--- src/rtl/windowed_quota_accounting_macros.svh ---
// ----------------------------------------------------------------------------
// Windowed quota accounting assertion macros
// Shared checks for the quota accounting block, clocked on clk, off in reset.
// ----------------------------------------------------------------------------
`ifndef WINDOWED_QUOTA_ACCOUNTING_MACROS_SVH
`define WINDOWED_QUOTA_ACCOUNTING_MACROS_SVH

// same-cycle implication
`define WQA_ASSERT_NOW(label, ante, cons, msg) \
  label: assert property (@(posedge clk) disable iff (rst) (ante) |-> (cons)) else $error(msg);

// next-cycle implication
`define WQA_ASSERT_NEXT(label, ante, cons, msg) \
  label: assert property (@(posedge clk) disable iff (rst) (ante) |=> (cons)) else $error(msg);

`endif

--- src/rtl/wqa_ram.sv ---
// ----------------------------------------------------------------------------
// Generic RAM
// One write port, one read port, registered read data.
// ----------------------------------------------------------------------------
module wqa_ram #(
  parameter int WIDTH = 64,
  parameter int DEPTH = 32
) (
  input  logic                     clk,
  input  logic                     we,
  input  logic [$clog2(DEPTH)-1:0] waddr,
  input  logic [WIDTH-1:0]         wdata,
  input  logic [$clog2(DEPTH)-1:0] raddr,
  output logic [WIDTH-1:0]         rdata
);
  logic [WIDTH-1:0] mem [DEPTH];

  always_ff @(posedge clk) begin
    if (we) begin
      mem[waddr] <= wdata;
    end
    rdata <= mem[raddr];
  end
endmodule

--- config.mk ---
export PLATFORM = sky130hd
export DESIGN_NAME = wqa_ram
export DESIGN_NICKNAME = d
export VERILOG_FILES = /design/src/rtl/windowed_quota_accounting_macros.svh /design/src/rtl/wqa_ram.sv
export SDC_FILE = /design/constraint.sdc
export NUM_CORES = 2
export LEC_CHECK = 0
export BUFFER_PORTS_ARGS = -buffer_cell sky130_fd_sc_hd__buf_2
export CAP_MARGIN = 30
export CORE_AREA = 2 2 422 424
export CTS_BUF_LIST = sky130_fd_sc_hd__clkbuf_4 sky130_fd_sc_hd__clkbuf_8
export CTS_CLUSTER_DIAMETER = 150
export DETAILED_ROUTE_END_ITERATION = 16
export DIE_AREA = 0 0 424 426
export RECOVER_POWER = 100
export SLEW_MARGIN = 40
export SYNTH_ARGS = -nofsm -noshare
export SYNTH_HDL_FRONTEND = slang
export SYNTH_SLANG_ARGS = --single-unit
export TNS_END_PERCENT = 20
--- constraint.sdc ---
create_clock -name clk -period 7.1 [get_ports clk]
set_input_delay 0.355 -clock clk [delete_from_list [all_inputs] [get_ports clk]]
set_output_delay 0.355 -clock clk [all_outputs]
set_load 0.005 [all_outputs]
After elaboration in Yosys (flattened, before gate mapping)
Memories as Yosys holds them, arrays and structs flattened. A register that Yosys moved wholly into a read port is not among the register bits.
Cells that the tools add are included.

word-level totals
  register bits after elaboration = 0
  memory bits (writable) = 2048
  memories = 1

operators by class
  multiplexer cells = 2

memories
  memory  depth  width  rd ports  clocked after Yosys merged registers in  wr ports  line           source
  mem     32     64     1         1                                        1         wqa_ram.sv:16  logic [WIDTH-1:0] mem [DEPTH];

operators by type and width
  operator           number
  1-bit two-way mux  2

Logic depth before layout (Yosys ltp)
  word-level depth = 2
  depth in mapped cells = 9

Worst setup path after synthesis
No wires, ideal clock.

  kind = in2reg
  start = input waddr[1]
  end = memory mem[12][0] (enable)
  data arrival time = 3691 ps
  data required time = 6614 ps
  slack = 2923 ps
  stages on the path = 3
  path buffers = 1
  cells stage by stage = or3b_2 clkbuf_1 nor2_1

RTL lines
  element      line           source
  from (decl)  wqa_ram.sv:11  input logic [$clog2(DEPTH)-1:0] waddr,
  to (decl)    wqa_ram.sv:16

Straight into the memory's write port.

==> flow_metrics.env <==
export IMPL_max_vdd_ir_drop_mv=0.222
export IMPL_critical_path_max_stage_delay_ns=2.38
export IMPL_fmax_mhz=212
export IMPL_failed_checks="negative hold slack, max-capacitance violations, max-slew violations"
export IMPL_maxUsedRoutingLayer="met5"
export IMPL_routed_wl_um=185000
export IMPL_final_setup_skew_ns=0.0605
export IMPL_grt_max_degree=110
export IMPL_synth_yosys_seq_area_share_pct=79.5
export IMPL_initial_utilization_pct=44.9
export IMPL_pre_cts_slack_ns=3.75
export IMPL_average_footprint_of_a_synthesized_cell_um2=25.5
export IMPL_number_of_buffers_created_by_cts=351
export IMPL_first_iter_violations=3639
export IMPL_final_replace_weighted_congestion=0.749
export IMPL_worst_setup_hold_path_clk_slew_ns=0.06
export IMPL_die_width_um=424
export IMPL_yosysWarnings=0
export IMPL_grt_overflow_total=0
export IMPL_vias_per_inst=5.74
export IMPL_routedLengthMet1_um=73600
export IMPL_buffer_ports_inserted=139
export IMPL_vias=35700
export IMPL_clock_insertion_delay_at_the_later_pin_of_the_skew_report_ns=1.05
export IMPL_dieArea_um2=181000
export IMPL_period_share_pct=66.3
export IMPL_htree_levels=5
export IMPL_drv_cap=55
export IMPL_grt_pass1_vias=38200
export IMPL_most_common_layout_cells="sky130_fd_sc_hd__edfxtp_1 (2,048), sky130_fd_sc_hd__mux4_2 (602), sky130_fd_sc_hd__clkbuf_8 (379)"
export IMPL_postLayoutSetupSlackWorst_ns=2.39
export IMPL_detail_route_first_pass_iterations=6
export IMPL_critical_path_startpoint="raddr[3]"
export IMPL_synth_ff_latch_count=2112
export IMPL_wl_per_cell_um=29.8
export IMPL_number_of_setup_buffers_added_after_cts=0
export IMPL_setup_violations_final=0
export IMPL_synthesis_area_um2=79000
export IMPL_hp_start="waddr[1]"
export IMPL_areaGrowthSynthToFinish_pct=14.1
export IMPL_setup_worst_path_start_class="primary input"
export IMPL_cp_cell_sequence="dlygate4sd3_1 > buf_6 > clkbuf_1 > nand2b_1 > o21ai_0 > o221ai_1 > and2_0"
export IMPL_share_of_the_core_filled_with_cells_pct=51.3
export IMPL_drc=0
export IMPL_floorplan_die_height_um=426
export IMPL_r2r_start="mem[31][57]"
export IMPL_worst_ep_required_time_ns=7.96
export IMPL_clock_tree_root_cell="sky130_fd_sc_hd__clkbuf_8"
export IMPL_groute_usage_overall_pct=20.7
export IMPL_antenna_found_initial=10
export IMPL_slew_headroom_pct=-190
export IMPL_cts_resized=0
export IMPL_cellPowerDensity_nw_per_um2=284
export IMPL_min_cycle_time_layout_ns=4.71
export IMPL_finish_net_count=3681
export IMPL_synth_cells=3097
export IMPL_finalMaxSlewViolations=1594
export IMPL_tritoncts="yes"
export IMPL_layout_cells_most_common="sky130_fd_sc_hd__edfxtp_1"
export IMPL_post_dp_cell_area_um2=83400
export IMPL_route_met3_wl_um=11800
export IMPL_path_category_of_the_worst_min_delay_check="primary input to register"
export IMPL_placementRows=154
export IMPL_rsz0062_at_grt="false"
export IMPL_place_hpwl_um=98600
export IMPL_count_of_buffer_and_inverter_cells_on_the_critical_path=3
export IMPL_yosysUniqueCellTypes=31
export IMPL_core_area_um2=176000
export IMPL_result_of_the_run="finished, violations left"
export IMPL_postRouteAntennaNets=0
export IMPL_largest_delay_contributor_family_on_the_critical_path="buffers and inverters"
export IMPL_fin_worst_hold_slack_ns=-0.0620
export IMPL_ios=140
export IMPL_leakage_power_summed_over_all_cells_nw=28.0
export IMPL_timing_worst_setup_path_type="primary input to register"
export IMPL_met2RoutedLength_um=95800
export IMPL_final_hold_viol_count=3
export IMPL_post_layout_inst_area_um2=90100
export IMPL_critical_path_endpoint_type="register"
export IMPL_post_route_cells_drive_above_1_share_pct=33.3
export IMPL_cts_num_sinks=2112
export IMPL_setup_tns_ns=0
export IMPL_arrival_ns=5.56
export IMPL_critPathMaxFanout=49
export IMPL_crit_slowest_cell="sky130_fd_sc_hd__clkbuf_1"
export IMPL_worst_pin_slew_ns=4.35
export IMPL_cts_root_to_sink_buffers=4
export IMPL_grt_first_pass_wirelength_um=267000
export IMPL_post_synthesis_net_count=3173
cell usage after synthesis (all sizes together):
library cell | count | area [µm²]
nand2 | 3 | 11.3
a22oi | 3 | 22.5
nand3 | 2 | 10.0
a22o | 1 | 8.76
mux4 | 602 | 13600
a211oi | 3 | 22.5
o2bb2ai | 3 | 26.3
clkbuf | 55 | 206
or3 | 1 | 6.26
o221ai | 3 | 26.3
and2 | 4 | 25.0
dfxtp | 64 | 1280
nand2b | 2 | 12.5
o21ai | 9 | 45.0
mux2 | 74 | 833
edfxtp | 2048 | 61500
o211ai | 3 | 22.5
nor2 | 41 | 154
nor2b | 4 | 25.0
o22ai | 10 | 62.6
a221oi | 12 | 105
inv | 1 | 3.75
or3b | 2 | 17.5
nand3b | 5 | 37.5
mux2i | 38 | 380
buf | 101 | 536
o31a | 3 | 26.3
report_power, final:
part / total [mW] / internal [mW] / switching (mW)
Combinational: 1.22 / 0.543 / 0.677
Sequential: 13.9 / 13.9 / 0.0647
Clock: 10.5 / 5.83 / 4.63
layout make-up:
class	instances	area [µm²]
diodes	8	20.0
clock buffers	509	6190
clock inverters	109	662
fillers	13700	85600
inverters	1	3.75
multi-input cells	828	15500
flip-flops and latches	2112	62800
well taps	2340	2930
repair buffers	311	2020
metal layers:
metal / track usage, % / vias to the layer above
met5: 0 / -
met4: 6.15 / 2
met3: 3.87 / 337
met2: 35.4 / 1361
met1: 27.0 / 19400
li1: - / 14600
state kept, by name (all words and copies together) (netlist names):
register,cells
mem,2048
rdata,64
worst paths after layout:
kind | to | slack (ns) | cells past startpoint
min reg2reg | rdata[0] | 0.80 | 3
max | rdata[46] | 2.39 | 7
min | mem[31][41] | -0.06 | 3
max reg2reg | rdata[57] | 5.14 | 3
per-stage QoR:
step	std cells	power, mW
final	6218	25.6
after global routing	6214	26.5
after CTS	6206	25.9
after detailed placement	5519	15.4
after global placement	5496	15.4
after floorplan	3097	14.9
tightest hold or removal path, stage by stage:
cell and delay [ns]:
sky130_fd_sc_hd__buf_2 0.13, sky130_fd_sc_hd__nand3_2 0.16, sky130_fd_sc_hd__nor2_1 0.13
cell families after synthesis:
kind of cell	count (synthesis)	synth area share [%]
AOI/OAI and AO/OA	50	0.466
buffers and inverters	157	0.944
DFF	2112	79.5
muxes	714	18.7
and+or+nand+nor	64	0.379
what timing repair did:
action | 4_1_cts | 5_1_grt
endpoints found under the hold margin | 2065 | 0
endpoints found under the setup margin | 0 | 0
hold buffers | 69 | 0
No activity file was read; power rests on OpenSTA's default activity.
