[src/rtl/windowed_quota_accounting_macros.svh]
// ----------------------------------------------------------------------------
// Windowed quota accounting assertion macros
// Shared checks for the quota accounting block, clocked on clk, off in reset.
// ----------------------------------------------------------------------------
`ifndef WINDOWED_QUOTA_ACCOUNTING_MACROS_SVH
`define WINDOWED_QUOTA_ACCOUNTING_MACROS_SVH

// same-cycle implication
`define WQA_ASSERT_NOW(label, ante, cons, msg) \
  label: assert property (@(posedge clk) disable iff (rst) (ante) |-> (cons)) else $error(msg);

// next-cycle implication
`define WQA_ASSERT_NEXT(label, ante, cons, msg) \
  label: assert property (@(posedge clk) disable iff (rst) (ante) |=> (cons)) else $error(msg);

`endif

[src/rtl/wqa_pkg.sv]
// ----------------------------------------------------------------------------
// Windowed quota accounting package
// Sizes, command and register codes, sequencer states and shared types.
// ----------------------------------------------------------------------------
package wqa_pkg;

  localparam int NUM_INTERVALS = 4;
  localparam int NUM_RESOURCES = 8;
  localparam int IV_W          = 2;
  localparam int RS_W          = 3;
  localparam int ADDR_W        = IV_W + RS_W;
  localparam int DEPTH         = NUM_INTERVALS * NUM_RESOURCES;
  localparam int CNT_W         = 64;
  localparam int NOW_W         = 48;
  localparam int DUR_W         = 40;
  localparam int FUNC_W        = 3;
  localparam int ICNT_W        = 3;
  localparam int CFG_IDX_W     = 3;
  localparam int CFG_DATA_W    = 40;
  localparam int DIV_CNT_W     = 6;

  typedef enum logic [FUNC_W-1:0] {
    FN_USE,
    FN_CHECK,
    FN_CHECK_ALL,
    FN_WRITE_LIMIT,
    FN_READ_USAGE
  } func_t;

  typedef enum logic [CFG_IDX_W-1:0] {
    CFG_INTERVAL_COUNT,
    CFG_DURATION_ZERO,
    CFG_DURATION_ONE,
    CFG_DURATION_TWO,
    CFG_DURATION_THREE
  } cfg_idx_t;

  typedef enum logic [3:0] {
    ST_IDLE,
    ST_LOOP,
    ST_EVAL,
    ST_DIV,
    ST_ADV,
    ST_RADV,
    ST_RDREQ,
    ST_RDRSP,
    ST_WLIM,
    ST_DONE
  } state_t;

  typedef struct packed {
    logic             exceeded;
    logic [IV_W-1:0]  hit_interval;
    logic [RS_W-1:0]  hit_resource;
    logic [CNT_W-1:0] used_value;
    logic [CNT_W-1:0] limit_value;
    logic [NOW_W-1:0] window_end;
  } rsp_t;

  typedef struct packed {
    logic busy;
    logic done;
  } div_stat_t;

endpackage

[src/rtl/wqa_div.sv]
// ----------------------------------------------------------------------------
// Window remainder unit
// Restoring division, one numerator bit a cycle; delivers num mod den.
// ----------------------------------------------------------------------------
module wqa_div
  import wqa_pkg::*;
(
  input  logic             clk,
  input  logic             rst,
  input  logic             start,
  input  logic [NOW_W-1:0] num,
  input  logic [DUR_W-1:0] den,
  output div_stat_t        stat,
  output logic [DUR_W-1:0] rem
);
  logic [NOW_W-1:0]     sh;
  logic [DIV_CNT_W-1:0] cnt;
  logic                 busy;
  logic                 done;
  logic [DUR_W:0]       trial;

  assign trial = {rem, sh[NOW_W-1]};
  assign stat  = '{busy: busy, done: done};

  always_ff @(posedge clk) begin
    if (rst) begin
      busy <= 1'b0;
      done <= 1'b0;
    end else begin
      done <= busy && !start && (cnt == '0);
      if (start) begin
        busy <= 1'b1;
        cnt  <= DIV_CNT_W'(NOW_W - 1);
        sh   <= num;
        rem  <= '0;
      end else if (busy) begin
        sh <= {sh[NOW_W-2:0], 1'b0};
        if (trial >= {1'b0, den}) begin
          rem <= DUR_W'(trial - {1'b0, den});
        end else begin
          rem <= trial[DUR_W-1:0];
        end
        if (cnt == '0) begin
          busy <= 1'b0;
        end else begin
          cnt <= cnt - 1'b1;
        end
      end
    end
  end
endmodule

[config.mk]
export PLATFORM = sky130hd
export DESIGN_NAME = wqa_div
export DESIGN_NICKNAME = d
export VERILOG_FILES = /design/src/rtl/windowed_quota_accounting_macros.svh /design/src/rtl/wqa_pkg.sv /design/src/rtl/wqa_div.sv
export SDC_FILE = /design/constraint.sdc
export NUM_CORES = 1
export LEC_CHECK = 0
export ABC_AREA = 1
export BUFFER_PORTS_ARGS = -buffer_cell sky130_fd_sc_hd__buf_2
export CORE_MARGIN = 2
export CORE_UTILIZATION = 55
export CTS_CLUSTER_DIAMETER = 120
export DETAILED_ROUTE_END_ITERATION = 10
export PLACE_DENSITY_LB_ADDON = 0.12
export SETUP_SLACK_MARGIN = 0.05
export SKIP_LAST_GASP = 1
export SYNTH_ARGS = -nofsm -noshare
export SYNTH_HDL_FRONTEND = slang
export SYNTH_SLANG_ARGS = --single-unit
export TNS_END_PERCENT = 10
[constraint.sdc]
create_clock -name clk -period 8.7 [get_ports clk]
set_input_delay 0.87 -clock clk [delete_from_list [all_inputs] [get_ports clk]]
set_output_delay 0.87 -clock clk [all_outputs]
set_load 0.01 [all_outputs]
* Yosys cells after proc, flatten, opt, wreduce, memory -nomap -nowiden
Index checks and enable logic that the tools add are counted.
** Word-level totals
- Register bits after elaboration :: 96
- Input bits :: 91
- Output and inout bits :: 42
- Word-level logic and storage cells :: 26
** Cells by class
- Add/subtract/negate cells :: 2
- Magnitude comparators :: 1
- Equality and inequality tests :: 1
- Muxes and demuxes :: 9
- Bitwise logic cells :: 1
- Reductions and logical operators :: 7
** Operators with widths (count)
- 48-bit two-way mux :: 2
- 40-bit two-way mux :: 2
- 41-bit by 40-bit greater-or-equal comparator with 1-bit output :: 1
- 40-bit subtractor :: 1
- 6-bit two-way mux :: 2
- 6-bit logical NOT :: 1
- 6-bit by 1-bit subtractor with 6-bit output, second input constant :: 1
- 1-bit two-way mux :: 3
- 3-bit AND reduction :: 1
- 1-bit logical AND :: 2
- 2-bit inequality test, second input constant :: 1
- 2-bit AND reduction :: 1
- 2-bit nonzero test :: 1
- 1-bit logical NOT :: 1
- 1-bit inverter :: 1

* Longest topological paths before layout
Gate-level depths: netlist (run 1).
- Depth after elaboration :: 4
- Mapped depth :: 16
- Depth with buffers taken out :: 16

* Worst setup path before layout (run 1)
Ideal clock, no wire load.
- Path kind :: input to register
- From :: input start
- To :: register cnt[0] (enable)
- Arrival :: 5174 ps
- Required time :: 8379 ps
- Path slack :: 3205 ps
- Stages on the path :: 3
- Buffers on the path :: 0
- Cell sequence :: nor2_1 > nor2_1 > o21a_1
** On the way
- Longest elaborated chain between the ends :: 2
** Ends and longest elaborated chain
- start, declared :: line wqa_div.sv:10 : input logic start,
- 2-bit inequality test (no source line) or 2-bit nonzero test (tied branches)
- 3-bit AND reduction (no source line) (*)
- end signal, assigned :: line wqa_div.sv:33 : cnt <= DIV_CNT_W'(NOW_W - 1);
- end signal, assigned :: line wqa_div.sv:46 : cnt <= cnt - 1'b1;
- end, declared :: line wqa_div.sv:17 : logic [DIV_CNT_W-1:0] cnt;
Mark *: on every way between the ends. The rest lies on a longest branch, timed or not.
A chain may end at the register's enable or synchronous reset.

* Worst setup path in the final report (run 1)
- From :: input den[36]
- To :: register rem[24] (data pin)
** On the way
- Longest elaborated chain between the ends :: 3
** Ends and longest elaborated chain
- start, declared :: line wqa_div.sv:12 : input logic [DUR_W-1:0] den,
- 41-bit by 40-bit greater-or-equal comparator with 1-bit output :: line wqa_div.sv:38 : if (trial >= {1'b0, den}) begin
- 40-bit two-way mux :: line wqa_div.sv:38
- 40-bit two-way mux :: line wqa_div.sv:36 : end else if (busy) begin
- end signal, assigned :: line wqa_div.sv:39 : rem <= DUR_W'(trial - {1'b0, den});
- end signal, assigned :: line wqa_div.sv:41 : rem <= trial[DUR_W-1:0];
- end, declared :: line wqa_div.sv:14 : output logic [DUR_W-1:0] rem
Every way passes these cells. The select of a mux whose other input is x is not followed.

==> flow_summary_export.csv, run 1 <==
group,metric,value,unit
clock_network,total_clock_buffers_created_by_cts,9,
synth,post_synth_num_cell_types,37,
grt,grt_usage,25.4,%
power,intPower,0.000922,W
setup_path,critical_path.max_stage_delay,0.38,ns
timing,timing_worst_slew_pin_value,1.16,ns
grt,grt_use_met2,42.6,%
synth,synth-seq-area-share,37.5,%
synth,netlist_top_cells_area,"sky130_fd_sc_hd__edfxtp_1 (37%), sky130_fd_sc_hd__nand2_1 (21%), sky130_fd_sc_hd__inv_1 (8.8%)",
power,relative_contribution_of_combinational_cells_to_total_power,32.1,%
setup_path,worst_r2r_path_depth,10,
grt,maximum_number_of_pins_on_one_net_before_global_route_repair,91,
setup_path,critical_path.reg2reg.endpoint,"rem[24]",
grt,globalRoute.totalOverflow,0,
status,status,"finished clean",
power,swShare,35.9,%
synth,post-synth-top-area-fraction,37.0,%
place,hpwl,14.0,mm
timing,min_period_over_period,36.0,%
clock_network,tritoncts,"done",
timing,finalCriticalPeriod,3.13,ns
grt,grt_busiest_layer,"met2",
clock_network,cts.clk_slew.worst_paths,0.08,ns
routing,post_drt_wl_per_cell,12.9,um
floorplan,die_ht,122,um
grt,grt_util_met1,33.1,%
synth,synth_warnings,0,
place,placed_area,8390,um^2
floorplan,num_io_pins,133,
grt,grt_pass1_wl,29.7,mm
floorplan,die_w,122,um
setup_path,crit_type,"primary input to flip-flop",
clock_network,htree_num_levels,3,
synth,yosys.area_share.adder,7.15,%
setup_path,critPathArrivalTime,3.36,ns
routing,num_vias,7031,
place,numPortBuffers,132,
setup_path,timing.critical_path.max_delay_family,"simple AND/OR/NAND/NOR gates",
power,p_per_area,166,nW/um^2
synth,post_synth_simple_gate_area,35.5,%
floorplan,floorplan.rows,43,
setup_path,crit_path_max_fanout,38,
min_path,hold_path.class,"flip-flop to flip-flop",
clock_network,number_of_buffers_between_clock_root_and_the_deepest_sink,2,
synth,synth-edff-count,94,
synth,synthDominantAreaCellType,"sky130_fd_sc_hd__edfxtp_1",
clock_network,clk_latency,0.36,ns
routing,postRouteAntennaNets,0,
timing,fmaxAchievable,319,MHz
power,clock_power_share,27.7,%
routing,postRouteWirelength,18.5,mm
routing,dr_vias_cell,4.91,
power,power_leakage,4.66,nW
synth,mappedNetlistNets,1260,
timing,finalMaxSlewViolations,0,
timing,setup_viol,0,
setup_path,required_worst_endpoint,8.92,ns
finish,antennaDiodeCount,0,
run,cap_violations,0,
timing,fin_hold_ws,0.459,ns
setup_path,critPathCapture,"rem[24]",
setup_path,worstPathBufferInverterCount,3,
finish,drive_gt1_share,14.5,%
power,power.switching,0.000517,W
clock_network,post_cts_resize_count,0,
power,pwr-share-seq,40.3,%
synth,post_synth_instance_area,7630,um^2
timing,timing_hold_violations_final,0,
timing,rsz0062_at_grt,"no",
place,globalplace.congestion,0.938,
setup_path,start_kind,"primary input",
setup_path,endpoint_kind,"flip-flop",
finish,final_util,63.3,%
timing,clock_skew,0.0136,ns
setup_path,cpMaxStageDelayCell,"sky130_fd_sc_hd__inv_4",
synth,synthFlopType,"sky130_fd_sc_hd__edfxtp_1",
grt,antenna_found_initial,0,
clock_network,post-cts-setup-buffer-count,0,
synth,synth_top_family_by_area,"simple AND/OR/NAND/NOR gates",
floorplan,die-area,14800,um^2
synth,number_of_register_bits_inferred_by_synthesis,96,
synth,post_synth_xor_area_fraction,2.53,%
routing,detailedRoute.firstIterationViolations,406,
setup_path,critical_path.cell_chain,"buf_2 -> inv_1 -> ha_1 -> a21oi_1 -> o21ai_1 -> a21oi_1 -> nand2_2 -> nor2_4 -> nand2_4 -> inv_4 -> nor2_1 -> nor2_1",
synth,async_reset_ff_share,0,%
finish,area.growth.synth_to_final,13.9,%
clock_network,clock-sinks,96,
clock_network,cts_hold_repair.buffers,0,
grt,gr-usage-met3,4.59,%
synth,postSynthCellCount,1126,
floorplan,core_region_area,13700,um^2
timing,slew_headroom,22.8,%
setup_path,reg2reg_slack,5.75,ns
synth,post_synth_mux_area_share,0,%
clock_network,clk_root_buffer_cell,"sky130_fd_sc_hd__clkbuf_16",
setup_path,crit_path_start,"den[36]",
setup_path,path_depth,12,
synth,synth-compound-area-share,6.35,%
timing,setup-tns-final,0,ns
routing,drc_errors,0,
routing,firstDrtPassIters,5,
synth,postSynthAreaPerCell,6.77,um^2
finish,num-nets-final,1380,
setup_path,critical_path.reg2reg.startpoint,"rem[35]",
floorplan,initial_core_util,55.6,%
finish,layout.cell_area.non_filler,8690,um^2
grt,grt_pass1_vias,6396,
power,ir_worst_vdd,0.108,mV
==> cells in the final DEF, fill, tap and decap left out, types with 2 or more instances in the layout <==
cell type,instances
sky130_fd_sc_hd__dfxtp_1,2
sky130_fd_sc_hd__inv_1,178
sky130_fd_sc_hd__nor2_2,12
sky130_fd_sc_hd__a21o_1,3
sky130_fd_sc_hd__inv_2,4
sky130_fd_sc_hd__a21boi_0,2
sky130_fd_sc_hd__o21a_1,2
sky130_fd_sc_hd__buf_2,132
sky130_fd_sc_hd__xor2_1,22
sky130_fd_sc_hd__nand3b_1,13
sky130_fd_sc_hd__edfxtp_1,94
sky130_fd_sc_hd__clkbuf_16,9
sky130_fd_sc_hd__or2_2,3
sky130_fd_sc_hd__nand3_2,2
sky130_fd_sc_hd__nor2_4,3
sky130_fd_sc_hd__a21oi_1,41
sky130_fd_sc_hd__o21ai_1,28
sky130_fd_sc_hd__nand3_1,40
sky130_fd_sc_hd__and2_1,2
sky130_fd_sc_hd__buf_4,2
sky130_fd_sc_hd__o21bai_1,3
sky130_fd_sc_hd__nor2_1,145
sky130_fd_sc_hd__nand2_4,2
sky130_fd_sc_hd__clkinv_4,4
sky130_fd_sc_hd__nand2_1,431
sky130_fd_sc_hd__o21ai_0,11
sky130_fd_sc_hd__nand2b_1,2
sky130_fd_sc_hd__nand4_1,2
sky130_fd_sc_hd__nor3_1,5
sky130_fd_sc_hd__nand2_2,3
sky130_fd_sc_hd__ha_1,42
==> power by group through the flow <==
stage	sequential, W	clock [W]	combinational, W
after floorplan	0.000597	0	0.000331
after global placement	0.000589	0	0.000455
after detailed placement	0.000590	0	0.000460
after CTS	0.000580	0.000404	0.000462
after global routing	0.000583	0.000422	0.000527
final	0.000579	0.000398	0.000461
==> worst min path at each step <==
stage          startpoint    to  slack [ns]  cells after the start
6_report             busy  done        0.46                      2
4_1_cts              busy  done        0.46                      2
3_5_place_dp         busy  done        0.45                      2
5_1_grt              busy  done        0.48                      2
3_3_place_gp         busy  done        0.44                      2
2_1_floorplan        busy  done        0.43                      2
==> cells by family (layout without fill, tap and decap cells) <==
kind of cell / after synthesis / after routing
buffers and inverters: 208 / 333
AO/OA/AOI/OAI: 91 / 91
AND/OR/NAND/NOR: 666 / 666
XOR/XNOR: 22 / 22
flip-flops: 96 / 96
adder cells (fa/ha/maj): 43 / 43
==> per-layer routing <==
layer  share of wire [%]  vias to the layer above
met5                   0                        -
met1                  46                     3104
met3                 5.9                       23
li1                    -                     3734
met4                 2.5                        0
met2                  46                      170
==> sequential cells by signal, indices dropped and copies added (netlist names) <==
signal	flops
done	1
cnt	6
busy	1
rem	40
sh	48
==> worst reg2reg max path, delay by kind of cell (launching register included) <==
family	cells	cell delay, ns
buf+inv	1	0.41
simple gates	5	1.04
fa+ha+maj	1	0.36
compound gates	3	0.58
flops	1	0.43
==> metrics by stage <==
stage | setup WS (ns) | cells | power [W]
after floorplan | 3.20 | 1126 | 0.000928
after global placement | 5.21 | 1415 | 0.00104
after detailed placement | 5.16 | 1415 | 0.00105
after CTS | 5.53 | 1431 | 0.00145
after global routing | 5.29 | 1431 | 0.00153
final | 5.57 | 1431 | 0.00144
==> cell usage after synthesis, types with 12 or more instances <==
library cell,count
sky130_fd_sc_hd__a21oi_1,41
sky130_fd_sc_hd__clkbuf_1,12
sky130_fd_sc_hd__nand2_1,431
sky130_fd_sc_hd__nor2_2,12
sky130_fd_sc_hd__o21ai_1,28
sky130_fd_sc_hd__nand3_1,40
sky130_fd_sc_hd__nand3b_1,13
sky130_fd_sc_hd__ha_1,42
sky130_fd_sc_hd__xor2_1,22
sky130_fd_sc_hd__nor2_1,146
sky130_fd_sc_hd__edfxtp_1,94
sky130_fd_sc_hd__inv_1,178
==> area by class of cell <==
type / instances / area (um^2)
Timing Repair Buffer: 134 / 676
Fill cell: 1377 / 5030
Sequential cell: 96 / 2860
Inverter: 183 / 689
Clock inverter: 7 / 67.6
Multi-Input combinational cell: 822 / 3940
Tap cell: 180 / 225
Clock buffer: 9 / 225
Note: power is estimated with default switching activity, not from simulation.
==> run 2, diff against run 1 <==
--- a/config.mk
+++ b/config.mk
@@ -8,7 +8,7 @@
 export ABC_AREA = 1
 export BUFFER_PORTS_ARGS = -buffer_cell sky130_fd_sc_hd__buf_2
 export CORE_MARGIN = 2
-export CORE_UTILIZATION = 55
+export CORE_UTILIZATION = 52
 export CTS_CLUSTER_DIAMETER = 120
 export DETAILED_ROUTE_END_ITERATION = 10
 export PLACE_DENSITY_LB_ADDON = 0.12
==> constraint.sdc (replaced) <==
create_clock -name clk -period 2.6 [get_ports clk]
set_input_delay 0.26 -clock clk [delete_from_list [all_inputs] [get_ports clk]]
set_output_delay 0.26 -clock clk [all_outputs]
set_load 0.01 [all_outputs]
==> run 2 against run 1 <==
Core utilization down 2.3 points. Wire length up 3.2%. Die area up 5.6%. Global-route usage down 0.55 points. Sequential cell count unchanged. Combinational power rose to 3.5 times the previous value. Final area up 1.4%. Setup slack worse by 5.4 ns. Sequential share of layout area down 0.44 points. Critical path type is now flip-flop to flip-flop. Largest power group unchanged.
==> flow_summary_export.csv, run 2 (synthesis gave the netlist of run 1 again) <==
group,metric,value,unit
status,status,"finished clean",
power,ir_worst_vdd,0.335,mV
finish,layout.cell_area.non_filler,8800,um^2
grt,globalRoute.totalOverflow,0,
power,relative_contribution_of_combinational_cells_to_total_power,33.5,%
grt,grt_pass1_wl,31.8,mm
min_path,min_delay_path_depth,2,
finish,num-nets-final,1389,
routing,num_vias,7001,
timing,timing_worst_slew_pin_value,0.657,ns
run,cap_violations,0,
floorplan,num_io_pins,133,
grt,antenna_found_initial,1,
power,clock_power_share,26.2,%
place,hpwl,15.0,mm
routing,drc_errors,0,
setup_path,critPathArrivalTime,2.55,ns
clock_network,number_of_buffers_between_clock_root_and_the_deepest_sink,2,
timing,setup-tns-final,0,ns
place,globalplace.congestion,0.950,
timing,fin_hold_ws,0.118,ns
clock_network,total_clock_buffers_created_by_cts,9,
timing,rsz0062_at_grt,"yes",
power,intPower,0.00309,W
place,dp_slack,0.131,ns
finish,final_common_cell,"sky130_fd_sc_hd__nand2_1",
setup_path,crit_path_start,"rem[15]",
setup_path,start_kind,"flip-flop",
clock_network,post_cts_resize_count,0,
timing,finalMaxSlewViolations,0,
setup_path,worst_r2r_path_depth,13,
clock_network,post-cts-setup-buffer-count,0,
routing,detailedRoute.firstIterationViolations,442,
timing,fmaxAchievable,410,MHz
routing,top_layer_used,"met4",
clock_network,clk_latency,0.35,ns
setup_path,required_worst_endpoint,2.71,ns
clock_network,clock-sinks,96,
setup_path,critical_path.reg2reg.endpoint,"rem[38]",
clock_network,clk_root_buffer_cell,"sky130_fd_sc_hd__clkbuf_16",
power,power_leakage,4.71,nW
setup_path,crit_type,"flip-flop to flip-flop",
finish,reg_with_most_ffs,"sh",
power,swShare,35.6,%
floorplan,die_ht,125,um
power,pwr-share-seq,40.4,%
routing,post_drt_wl_per_cell,13.2,um
finish,biggest_regs,"sh (48), rem (40), cnt (6)",
grt,grt_usage,24.9,%
routing,firstDrtPassIters,5,
finish,drive_gt1_share,15.6,%
timing,finalCriticalPeriod,2.44,ns
timing,setup_viol,0,
setup_path,critPathCapture,"rem[38]",
clock_network,htree_num_levels,3,
floorplan,floorplan.rows,44,
clock_network,cts_hold_repair.buffers,0,
floorplan,core_region_area,14400,um^2
floorplan,die-area,15700,um^2
finish,area.growth.synth_to_final,15.4,%
timing,slew_headroom,56.2,%
power,power.switching,0.00171,W
routing,wirelength_met1,8.80,mm
routing,dr_vias_cell,4.85,
setup_path,critical_path.reg2reg.startpoint,"rem[15]",
setup_path,crit_path_max_fanout,18,
timing,min_period_over_period,93.8,%
clock_network,cts.clk_slew.worst_paths,0.07,ns
power,p_per_area,545,nW/um^2
finish,final_util,61.0,%
routing,postRouteAntennaNets,0,
routing,wl_met2,8.71,mm
finish,highest_count_cells_in_the_layout_ignoring_fill_and_taps,"sky130_fd_sc_hd__nand2_1 (429), sky130_fd_sc_hd__inv_1 (178), sky130_fd_sc_hd__nor2_1 (142), sky130_fd_sc_hd__buf_2 (132), sky130_fd_sc_hd__edfxtp_1 (94)",
timing,timing_hold_violations_final,0,
grt,grt_pass1_vias,6688,
place,placed_area,8520,um^2
routing,wl_met3,1.09,mm
min_path,hold_path.class,"primary input to flip-flop",
finish,largest_register_ff_count,48,
timing,clock_skew,0.0132,ns
setup_path,reg2reg_slack,0.16,ns
clock_network,tritoncts,"done",
floorplan,initial_core_util,52.9,%
timing,final.setup.worst_slack,0.161,ns
setup_path,endpoint_kind,"flip-flop",
floorplan,die_w,125,um
routing,postRouteWirelength,19.0,mm
grt,maximum_number_of_pins_on_one_net_before_global_route_repair,89,
finish,antennaDiodeCount,0,
place,numPortBuffers,132,
## run 2: cell types whose count changed in the layout (fill, tap and decap cells not counted), moves of 3 or more
cell / change
sky130_fd_sc_hd__inv_6: +3
sky130_fd_sc_hd__nor2_2: +3
sky130_fd_sc_hd__clkinv_4: -4
sky130_fd_sc_hd__buf_12: +4
sky130_fd_sc_hd__nor2_1: -3
sky130_fd_sc_hd__buf_4: +5
## run 2: worst min path at each step
stage / startpoint / slack, ns / to
after detailed placement: busy / 0.45 / done
after global routing: rst / 0.14 / done
after floorplan: rst / 0.34 / done
final: rst / 0.12 / done
after global placement: busy / 0.44 / done
after CTS: rst / 0.12 / done
## run 2: final cells by class
| cell class | instances | area, um^2 |
|---|---|---|
| Tap cell | 184 | 230 |
| Clock buffer | 10 | 229 |
| Sequential cell | 96 | 2860 |
| Fill cell | 1429 | 5620 |
| Inverter | 183 | 692 |
| Clock inverter | 5 | 31.3 |
| Multi-Input combinational cell | 822 | 3970 |
| Timing Repair Buffer | 143 | 793 |
## run 2: power groups by stage
stage	Clock (W)	Sequential, W	Combinational [W]
after floorplan	0	0.00199	0.00111
after global placement	0	0.00197	0.00159
after detailed placement	0	0.00197	0.00159
after CTS	0.00127	0.00194	0.00160
after global routing	0.00133	0.00195	0.00182
final	0.00126	0.00194	0.00161
## run 2: critical path: stages (launching register included)
cell,delay (ns)
sky130_fd_sc_hd__edfxtp_1,0.42
sky130_fd_sc_hd__ha_1,0.37
sky130_fd_sc_hd__nand2_1,0.12
sky130_fd_sc_hd__nor2_2,0.21
sky130_fd_sc_hd__nand2_1,0.12
sky130_fd_sc_hd__nor2_2,0.18
sky130_fd_sc_hd__nand3_1,0.11
sky130_fd_sc_hd__nand2_2,0.09
sky130_fd_sc_hd__nor2_4,0.04
sky130_fd_sc_hd__nand2_4,0.16
sky130_fd_sc_hd__buf_12,0.17
sky130_fd_sc_hd__nand2_1,0.06
sky130_fd_sc_hd__nor2_1,0.09
sky130_fd_sc_hd__nor2_1,0.04
## run 2: stage by stage
stage / power, W / std cells
after CTS: 0.00481 / 1443
after global placement: 0.00355 / 1428
after global routing: 0.00511 / 1443
after floorplan: 0.00310 / 1126
final: 0.00480 / 1443
after detailed placement: 0.00356 / 1428
## run 2: per-layer routing
metal  vias to the layer above  GRT usage (%)
met5                         -              0
met4                         0           7.84
met3                        25           5.31
met2                       161           41.7
met1                      3069           32.4
li1                       3746              -
==> run 3, diff against run 2 <==
--- a/config.mk
+++ b/config.mk
@@ -11,6 +11,7 @@
 export CORE_UTILIZATION = 52
 export CTS_CLUSTER_DIAMETER = 120
 export DETAILED_ROUTE_END_ITERATION = 10
+export MAX_ROUTING_LAYER = met4
 export PLACE_DENSITY_LB_ADDON = 0.12
 export SETUP_SLACK_MARGIN = 0.05
 export SKIP_LAST_GASP = 1
==> run 3 against run 2 <==
Sequential cell count stayed put. Final cell count rose by 0.21%. Critical path depth unchanged. Critical endpoint unchanged. Setup slack worse by 0.019 ns. Sequential power barely moved. Sequential share of layout area is 0.63 points lower. Non-clock buffer count rose by 1. Clock skew fell by 0.0013 ns. First-iteration DRC count decreased by 22%. Clock power is 17% higher.
==> flow_summary_export.csv, run 3 (synthesis gave the netlist of run 1 again) <==
group,metric,value,unit
setup_path,timing.critical_path.max_delay_family,"simple AND/OR/NAND/NOR gates",
power,relative_contribution_of_combinational_cells_to_total_power,32.7,%
clock_network,total_clock_buffers_created_by_cts,9,
clock_network,clock-sinks,96,
place,numPortBuffers,132,
power,p_per_area,566,nW/um^2
routing,postRouteWirelength,20.0,mm
timing,final.setup.worst_slack,0.141,ns
timing,slew_headroom,65.1,%
timing,fmaxAchievable,407,MHz
routing,postRouteAntennaNets,0,
finish,fillerInstances,1418,
grt,grt_pass1_vias,6664,
power,power_leakage,4.73,nW
power,swShare,35.6,%
place,dp_slack,0.0348,ns
clock_network,tritoncts,"done",
grt,maximum_number_of_pins_on_one_net_before_global_route_repair,89,
setup_path,critical_path.max_stage_delay,0.49,ns
finish,final_cell_count_no_fill,1446,
routing,drc_errors,0,
finish,register_area,2860,um^2
floorplan,die_w,125,um
finish,highest_count_cells_in_the_layout_ignoring_fill_and_taps,"sky130_fd_sc_hd__nand2_1 (430), sky130_fd_sc_hd__inv_1 (178), sky130_fd_sc_hd__nor2_1 (142), sky130_fd_sc_hd__buf_2 (132), sky130_fd_sc_hd__edfxtp_1 (94)",
timing,timing_worst_slew_pin_value,0.523,ns
finish,biggest_regs,"sh (48), rem (40), cnt (6)",
setup_path,start_kind,"flip-flop",
timing,clock_skew,0.0120,ns
finish,num-nets-final,1390,
floorplan,floorplan.rows,44,
setup_path,crit_type,"flip-flop to flip-flop",
setup_path,critPathArrivalTime,2.58,ns
clock_network,cts.clk_slew.worst_paths,0.08,ns
setup_path,worstPathBufferInverterCount,1,
setup_path,library_cell_appearing_most_often_on_the_critical_path,"sky130_fd_sc_hd__nor2_1",
clock_network,clk_root_buffer_cell,"sky130_fd_sc_hd__clkbuf_16",
clock_network,cts_hold_repair.buffers,0,
finish,reg_with_most_ffs,"sh",
power,power.switching,0.00181,W
clock_network,number_of_buffers_between_clock_root_and_the_deepest_sink,2,
timing,finalCriticalPeriod,2.46,ns
routing,post_drt_wl_per_cell,13.9,um
floorplan,die-area,15700,um^2
power,pwr-share-seq,38.3,%
grt,antenna_found_initial,1,
timing,setup_viol,0,
power,intPower,0.00327,W
clock_network,clk_latency,0.36,ns
routing,dr_vias_cell,4.93,
power,clock_power_share,29.0,%
finish,layout.cell_area.non_filler,8980,um^2
routing,firstDrtPassIters,5,
clock_network,htree_num_levels,3,
power,ir_worst_vdd,0.453,mV
floorplan,num_io_pins,133,
finish,multi_input_combinational_cell_area,4090,um^2
timing,finalMaxSlewViolations,0,
setup_path,required_worst_endpoint,2.72,ns
floorplan,core_region_area,14400,um^2
timing,min_period_over_period,94.6,%
grt,globalRoute.totalOverflow,0,
setup_path,cpMaxStageDelayCell,"sky130_fd_sc_hd__edfxtp_1",
routing,num_vias,7128,
grt,grt_pass1_wl,32.4,mm
floorplan,die_ht,125,um
timing,fin_hold_ws,0.115,ns
power,total_power,0.00508,W
setup_path,crit_path_max_fanout,19,
min_path,hold_path.class,"primary input to flip-flop",
place,place.detailed.instances,1427,
finish,largest_register_ff_count,48,
setup_path,endpoint_kind,"flip-flop",
finish,final_common_cell,"sky130_fd_sc_hd__nand2_1",
place,placed_area,8500,um^2
status,status,"finished clean",
floorplan,initial_core_util,52.9,%
finish,drive_gt1_share,16.7,%
setup_path,critical_path.cell_chain,"ha_4 -> nand2_1 -> nor2_4 -> nand3b_1 -> nor2_1 -> nand3_1 -> nand2_2 -> nor2_4 -> nand2_4 -> buf_12 -> nand2_1 -> nor2_1 -> nor2_1",
timing,rsz0062_at_grt,"yes",
timing,timing_hold_violations_final,0,
finish,area.growth.synth_to_final,17.7,%
place,hpwl,15.2,mm
grt,grt_usage,26.4,%
place,globalplace.congestion,0.964,
run,cap_violations,0,
routing,detailedRoute.firstIterationViolations,346,
## run 3: path summary, 6_finish.rpt
kind / slack (ns) / end / cells after the start / start
setup reg to reg: 0.14 / rem[38] / 13 / rem[32]
hold / removal: 0.12 / done / 2 / rst
setup / recovery: 0.14 / rem[38] / 13 / rem[32]
hold reg to reg: 0.46 / done / 2 / busy
## run 3: metrics by stage
step | setup TNS (ns) | util (%)
floorplan | 0 | -
global placement | 0 | 58.9
detailed placement | 0 | 58.9
CTS | 0 | 61.1
global route | -0.00517 | 62.3
finish | 0 | 62.3
## run 3: power by group through the flow
stage               combinational [W]  clock, W  sequential [W]
finish                        0.00166   0.00147         0.00194
global route                  0.00189   0.00154         0.00196
CTS                           0.00161   0.00149         0.00194
detailed placement            0.00160         0         0.00197
global placement              0.00160         0         0.00197
floorplan                     0.00111         0         0.00199
## run 3: layout make-up
class	count	share of cell area [%]
Multi-Input combinational cell	822	45.5
Tap cell	184	2.56
Timing Repair Buffer	144	8.78
Sequential cell	96	31.9
Clock buffer	10	2.66
Antenna cell	1	0.0279
Clock inverter	6	0.878
Inverter	183	7.71
## run 3: what timing repair did
action	in CTS	in global routing
buffers inserted	0	2
pin swaps	0	0
resized for setup	1	23
endpoints found under the setup margin	17	39
gates cloned	0	0
## run 3: per-layer routing
metal  up-vias  share of wire [%]  GRT usage [%]
li1       3749                  -              -
met1      3145                 45           34.6
met2       204                 47           42.3
met3        30                6.0           4.19
met4         0                2.2           8.04
met5         -                  0              -
